--- src/rftg_pkg.sv ---
`timescale 1ns / 1ps
// rftg_pkg: constants, codes and shared types of the file-transfer group generator
// no dependencies; used by every other file of the block

package rftg_pkg;

  localparam int FILE_BYTES     = 163840;
  localparam int CRC_WORDS      = 512;
  localparam int SCHEDULE_SLOTS = 50;

  localparam int LANES     = 5;
  localparam int LANE_W    = 3;
  localparam int KIND_W    = 2;
  localparam int ADDR_W    = 18;
  localparam int DATA_W    = 16;
  localparam int BYTE_W    = 8;
  localparam int BLOCK_W   = 16;
  localparam int SLOT_W    = 6;
  localparam int SEG_W     = 15;
  localparam int COUNT_W   = SEG_W + 1;
  localparam int CRC_PTR_W = 9;
  localparam int CRC_CNT_W = 10;
  localparam int VER_W     = 7;
  localparam int VER_MAX   = 64;

  localparam int PIPE_W  = 4;
  localparam int APPID_W = 16;
  localparam int MODE_W  = 3;
  localparam int IDENT_W = 6;
  localparam int LEN_W   = 18;

  localparam int ROWS       = (FILE_BYTES + LANES - 1) / LANES;
  localparam int ROW_W      = (ROWS > 1) ? $clog2(ROWS) : 1;
  localparam int LAST_LANES = FILE_BYTES - LANES * (ROWS - 1);
  localparam int CRC_AW     = (CRC_WORDS > 1) ? $clog2(CRC_WORDS) : 1;

  // floor(x / 5) as (x * RECIP) >> RECIP_SHIFT, exact for x below FILE_BYTES + LANES
  localparam int RECIP_SHIFT = ADDR_W;
  localparam int RECIP       = ((1 << RECIP_SHIFT) + LANES - 1) / LANES;
  localparam int RECIP_W     = $clog2(RECIP + 1);
  localparam int PROD_W      = ADDR_W + RECIP_W;

  localparam int PADDR_W = 5;
  localparam int PDATA_W = 32;

  localparam logic [BLOCK_W-1:0] META_HDR = 16'h8000;
  localparam logic [BLOCK_W-1:0] DATA_HDR = 16'h2000;
  localparam logic [BLOCK_W-1:0] MAP_TAG  = 16'h1000;

  localparam logic [2:0] REG_PIPE  = 3'd0;
  localparam logic [2:0] REG_APPID = 3'd1;
  localparam logic [2:0] REG_CRCEN = 3'd2;
  localparam logic [2:0] REG_MODE  = 3'd3;
  localparam logic [2:0] REG_IDENT = 3'd4;
  localparam logic [2:0] REG_LEN   = 3'd5;
  localparam logic [2:0] REG_CRCN  = 3'd6;

  typedef enum logic [KIND_W-1:0] {
    OP_FILE_WR = 2'd0,
    OP_CRC_WR  = 2'd1,
    OP_REQUEST = 2'd2,
    OP_REPLACE = 2'd3
  } op_t;

  typedef enum logic [1:0] {
    GRP_META = 2'd0,
    GRP_MAP  = 2'd1,
    GRP_DATA = 2'd2
  } grp_kind_t;

  typedef struct packed {
    logic [PIPE_W-1:0]    pipe;
    logic [APPID_W-1:0]   app_id;
    logic                 crc_en;
    logic [MODE_W-1:0]    mode;
    logic [IDENT_W-1:0]   ident;
    logic [LEN_W-1:0]     length;
    logic [CRC_CNT_W-1:0] crc_count;
    logic [COUNT_W-1:0]   seg_count;
  } cfg_t;

  typedef struct packed {
    logic                wr_file;
    logic                wr_crc;
    logic                req;
    logic [ADDR_W-1:0]   addr;
    logic [BYTE_W-1:0]   wbyte;
    logic [DATA_W-1:0]   wword;
    logic [ROW_W-1:0]    row;
    logic [CRC_AW-1:0]   crc_idx;
    logic [LANES-1:0]    keep;
    grp_kind_t           gkind;
    logic [BLOCK_W-1:0]  a;
    logic [BLOCK_W-1:0]  b;
    logic [BLOCK_W-1:0]  c;
    logic [BLOCK_W-1:0]  d;
  } stage_t;

endpackage

--- src/rftg_regs.sv ---
`timescale 1ns / 1ps
// rftg_regs: APB configuration registers and the derived segment count
// depends on rftg_pkg

module rftg_regs
  import rftg_pkg::*;
(
  input  logic               clk,
  input  logic               rst,
  input  logic               psel,
  input  logic               penable,
  input  logic               pwrite,
  input  logic [PADDR_W-1:0] paddr,
  input  logic [PDATA_W-1:0] pwdata,
  output logic [PDATA_W-1:0] prdata,
  output logic               pready,
  output cfg_t               cfg
);

  logic [PIPE_W-1:0]    pipe;
  logic [APPID_W-1:0]   app_id;
  logic                 crc_en;
  logic [MODE_W-1:0]    mode;
  logic [IDENT_W-1:0]   ident;
  logic [LEN_W-1:0]     length;
  logic [CRC_CNT_W-1:0] crc_words;
  logic [COUNT_W-1:0]   seg_count;

  logic [2:0]          idx;
  logic                wr;
  logic [ADDR_W-1:0]   len_clamp;
  logic [ADDR_W-1:0]   len_round;
  logic [PROD_W-1:0]   seg_prod;

  assign idx    = paddr[4:2];
  assign wr     = psel && penable && pwrite;
  assign pready = 1'b1;

  always_ff @(posedge clk) begin
    if (rst) begin
      pipe      <= '0;
      app_id    <= '0;
      crc_en    <= 1'b0;
      mode      <= '0;
      ident     <= '0;
      length    <= '0;
      crc_words <= CRC_CNT_W'(1);
    end else if (wr) begin
      case (idx)
        REG_PIPE:  pipe      <= pwdata[PIPE_W-1:0];
        REG_APPID: app_id    <= pwdata[APPID_W-1:0];
        REG_CRCEN: crc_en    <= pwdata[0];
        REG_MODE:  mode      <= pwdata[MODE_W-1:0];
        REG_IDENT: ident     <= pwdata[IDENT_W-1:0];
        REG_LEN:   length    <= pwdata[LEN_W-1:0];
        REG_CRCN:  crc_words <= pwdata[CRC_CNT_W-1:0];
        default: ;
      endcase
    end
  end

  // segments = ceil(min(length, file size) / 5)
  assign len_clamp = (length > ADDR_W'(FILE_BYTES)) ? ADDR_W'(FILE_BYTES) : length;
  assign len_round = len_clamp + ADDR_W'(LANES - 1);
  assign seg_prod  = PROD_W'(len_round) * PROD_W'(RECIP);

  always_ff @(posedge clk) begin
    if (rst) begin
      seg_count <= '0;
    end else begin
      seg_count <= seg_prod[RECIP_SHIFT +: COUNT_W];
    end
  end

  always_comb begin
    case (idx)
      REG_PIPE:  prdata = PDATA_W'(pipe);
      REG_APPID: prdata = PDATA_W'(app_id);
      REG_CRCEN: prdata = PDATA_W'(crc_en);
      REG_MODE:  prdata = PDATA_W'(mode);
      REG_IDENT: prdata = PDATA_W'(ident);
      REG_LEN:   prdata = PDATA_W'(length);
      REG_CRCN:  prdata = PDATA_W'(crc_words);
      default:   prdata = '0;
    endcase
  end

  always_comb begin
    cfg.pipe      = pipe;
    cfg.app_id    = app_id;
    cfg.crc_en    = crc_en;
    cfg.mode      = mode;
    cfg.ident     = ident;
    cfg.length    = length;
    cfg.crc_count = (crc_words > CRC_CNT_W'(CRC_WORDS)) ? CRC_CNT_W'(CRC_WORDS) : crc_words;
    cfg.seg_count = seg_count;
  end

endmodule

--- config.mk ---
export PLATFORM = sky130hd
export DESIGN_NAME = rftg_regs
export DESIGN_NICKNAME = d
export VERILOG_FILES = /design/src/rftg_pkg.sv /design/src/rftg_regs.sv
export SDC_FILE = /design/constraint.sdc
export NUM_CORES = 1
export LEC_CHECK = 0
export ABC_AREA = 1
export BUFFER_PORTS_ARGS = -buffer_cell sky130_fd_sc_hd__buf_2
export CORE_UTILIZATION = 48
export CTS_CLUSTER_DIAMETER = 120
export DETAILED_ROUTE_END_ITERATION = 16
export PLACE_DENSITY = 0.76
export SKIP_CTS_REPAIR_TIMING = 1
export SYNTH_ARGS = -nofsm -noshare
export SYNTH_HDL_FRONTEND = slang
export SYNTH_SLANG_ARGS = --single-unit
--- constraint.sdc ---
create_clock -name clk -period 8.6 [get_ports clk]
set_input_delay 1.29 -clock clk [delete_from_list [all_inputs] [get_ports clk]]
set_output_delay 1.29 -clock clk [all_outputs]
set_load 0.03 [all_outputs]
# Yosys cells after proc, flatten, opt, wreduce, memory -nomap -nowiden
# Index checks and enable logic that the tools add are counted.
# totals
reg_bits,74
output_inout_bits,107
# classes
addsub,1
mul,1
n_lt_le_gt_ge,2
n_eq_ne,6
n_mux,3
reduce_logical,10
# op_table
op,n
$pmux 18 s7,1
$mul 18x16->34 const B,1
$add 18x3->18 const B,1
$gt 18x18->1 const B,1
$mux 18,1
$reduce_and 2->1,7
$gt 10x10->1 const B,1
$mux 10,1
$eq 3x3->1 const B,3
$eq 3x2->1 const B,2
$eq 3x1->1 const B,1
$logic_not 3->1,1
$logic_and 1x1->1,2

# Logic depth before layout (Yosys ltp)
# logic_depth
word_depth,4
mapped_depth,38
ltp_nobuf,38

# Least setup slack after synthesis
# No wires, ideal clock.
# synth_path
path_type,register -> register
from,register length[15]
to,register seg_count[13]
setup_time_ns,0.115
arrival_ns,6.861
t_required_ns,8.485
setup_slack_ns,1.624
stages_incl_launch_ff,33
n_path_buf,1
period_less_slack_ns,6.976
path_cell_list,dfxtp_1 inv_2 nor2_1 nand2_1 nor2_1 nand3_1 nand2_2 inv_2 buf_2 nor2_1 ha_1 nand4_1 nor3_1 xor2_1 ha_1 fa_1 fa_1 inv_1 fa_1 inv_1 fa_1 inv_1 fa_1 inv_1 ha_1 nand2_1 o21ai_0 a21oi_1 nor2_1 a311oi_1 nand3_1 nand2_1 nor2_1
# synth_between
elab_chain_len,4
# synth_lines
element,line_no,text
start: declaration,rftg_regs.sv:25,logic [LEN_W-1:0] length;
start signal: assignment,rftg_regs.sv:55,REG_LEN: length <= pwdata[LEN_W-1:0];
$gt 18x18->1,rftg_regs.sv:63,assign len_clamp = (length > ADDR_W'(FILE_BYTES)) ? ADDR_W'(FILE_BYTES) : length;
$mux 18 *,rftg_regs.sv:63,
$add 18x3->18 *,rftg_regs.sv:64,assign len_round = len_clamp + ADDR_W'(LANES - 1);
$mul 18x16->34 *,rftg_regs.sv:65,assign seg_prod = PROD_W'(len_round) * PROD_W'(RECIP);
end signal: assignment,rftg_regs.sv:71,seg_count <= seg_prod[RECIP_SHIFT +: COUNT_W];
end: declaration,rftg_regs.sv:27,logic [COUNT_W-1:0] seg_count;
# Mark *: on every way between the ends. The rest lies on a longest branch, timed or not.
# A chain may end at the register's enable or synchronous reset.

# Worst setup path in the final report
# layout_path
from,register length[5]
to,register seg_count[13]
# The elaborated chain is that of the path after synthesis.

==> out/qor.yml <==
status: "finished with violations"
violations: "design-rule violations"
tightest_slew_ns: 1.16
diodes: 0
grt_pass1_vias: 8046
viasPerCell: 5.24
hold_class: "flop to flop"
ant_nets: 0
numClockSinks: 74
yosysTopAreaCell: "fa_1"
fin_ws_ns: 0.692
place_congestion: 0.936
clk_path_buf_depth: 2
slowest_stage: "xor2_1"
min_period_ns: 7.91
finalCritPeriodShare: 0.920
syn2layout_area_growth_pct: 11.1
ys_seq_area_frac: 0.162
yosysUniqueCellTypes: 47
clkPwrFrac: 0.397
grt_overflow: 0
place_ws_ns: 0.787
switchingPower_w: 0.000303
drv_cap: 0
finalClockSkew_ns: 0.00896
peakVddDrop_mv: 0.127
cts_buffers: 9
synth_most_common_cell: "inv_1"
die_x_um: 140
cp-end-kind: "flop"
drt_wl_total_mm: 23.8
synth_ff_type: "dfxtp_1"
p_leak_nw: 5.73
die_h_um: 140
r2r_end: "seg_count[13]"
worstSkewPairLatency_ns: 0.34
r2r_cells: 30
setup_viol: 0
start_util: 0.490
r2r-start: "length[5]"
ys_ff_latch: 74
whs_path_depth: 2
dieArea_um2: 19700
synthTopCellsByCount: "inv_1, nor2_1, nand2_1"
drtPass1Iterations: 11
grt_max_degree: 74
regArea_um2: 1480
synth_top_cell_area_share: 0.196
relSlewSlack: 0.222
netSwitchingFraction: 0.332
worstPathRequired_ns: 8.83
slew_violations: 0
p_int_w: 0.000612
power_frac_seq: 0.387
start_kind: "flop"
htree_levels: 3
pwr-share-comb: 0.217
cts-root-buf: "clkbuf_16"
cts_tree: "yes"
dpl.hpwl_mm: 20.2
drive_above_1_share: 0.121
fin_setup_tns_ns: 0
yosys-top-cells-area: "fa_1, ha_1, dfxtp_1"
post_synth.cell_area_avg_um2: 7.59
min_from: "mode[2]"
gr-usage-all-layers: 0.251
clk_pin_slew_ns: 0.07
grt_pass1_wl_mm: 39.3
hold_viol_final: 0
nets: 1591
crit_arrival_ns: 8.14
cpLargestDelayFamily: "adder cells"
netlist_instances: 1209
multi_input_area_um2: 6540
critPathKind: "flop to flop"
antenna_found_initial: 0
syn-cell-area_um2: 9170
io_buffers: 117
routedWlPerCell_um: 15.3
rsz0062_at_grt: "false"
coreArea_um2: 18700
row_count: 50
synth-edff-count: 0
vias: 8155
cp-startpoint: "length[5]"
ys_warn_count: 0
path_buf_inv: 5
holdPathEnd: "mode[2]"
p_per_area_nw_per_um2: 89.8
drt_iter0_drc: 550
async_reset_ff_frac: 0
ios: 149
r2r_slack_ns: 0.69
cp_max_fo: 14
critPathMaxStageDelay_ns: 0.65
fmax_mhz: 126
drt_drc_violations_left: 1
fillers: 1709
cells by family (layout without fill, tap and decap cells):
family | Yosys count | count (layout) | share of synthesized area
other cells | 2 | 15 | 0.000819
buf+inv | 300 | 401 | 0.131
fa+ha+maj | 231 | 231 | 0.389
compound gates | 207 | 207 | 0.123
simple gates | 374 | 374 | 0.173
flops | 74 | 74 | 0.162
xor+xnor | 21 | 21 | 0.0221
state kept, by name, indices dropped and copies added, names as in the netlist:
register   cells
crc_words     10
crc_en         1
pipe           4
app_id        16
mode           3
seg_count     16
length        18
ident          6
final cells by class:
type / instances / area share
clock buffer: 10 / 0.0225
multi-input combinational: 848 / 0.641
inverter: 265 / 0.0976
sequential: 74 / 0.145
timing repair buffer: 120 / 0.0597
tap: 234 / 0.0287
clock inverter: 6 / 0.00503
per-stage QoR:
step	area (um^2)	cells	power, W	util	hold slack [ns]
5_1_grt	10200	1557	0.000957	0.545	0.536
2_1_floorplan	9220	1222	0.000506	-	0.460
3_3_place_gp	9910	1541	0.000555	0.530	0.485
3_5_place_dp	9910	1541	0.000556	0.530	0.495
6_report	10200	1557	0.000915	0.545	0.507
4_1_cts	10200	1557	0.000916	0.545	0.505
worst reg2reg max path: cells and delay by family, from the launching register on:
family / cells / cell delay [ns]
fa+ha+maj: 8 / 3.84
flops: 1 / 0.42
xor+xnor: 1 / 0.65
simple gates: 13 / 1.84
buf+inv: 5 / 0.42
compound gates: 3 / 0.64
worst max path at each step:
stage / endpoint / cells past startpoint
CTS: seg_count[4] / 29
finish: seg_count[13] / 30
detailed placement: seg_count[4] / 29
floorplan: seg_count[13] / 32
global placement: seg_count[4] / 29
global route: seg_count[15] / 31
cells in the final DEF (no fill, tap or decap), types with 8 or more instances in the layout:
cell type,count
nor3_1,11
nand4_1,10
dfxtp_1,74
nand2_1,142
o21ai_0,93
buf_2,117
inv_1,259
ha_1,141
nand3_1,31
clkbuf_16,9
fa_1,90
conb_1,15
xor2_1,13
a21oi_1,83
nor2_1,158
nand2_2,8
per-layer routing:
layer / share of wire / vias to the layer above / track usage
met5: 0 / - / 0
met4: 0.028 / 0 / 0.0856
met3: 0.066 / 48 / 0.0383
met2: 0.46 / 290 / 0.414
met1: 0.44 / 3806 / 0.336
li1: - / 4011 / -
power by group through the flow:
stage	registers (W)	logic, W	clock network (W)
final	0.000354	0.000198	0.000363
after global routing	0.000354	0.000225	0.000377
after CTS	0.000354	0.000198	0.000364
after detailed placement	0.000361	0.000195	0
after global placement	0.000361	0.000193	0
after floorplan	0.000373	0.000132	0
(Power assumes the default switching activity.)
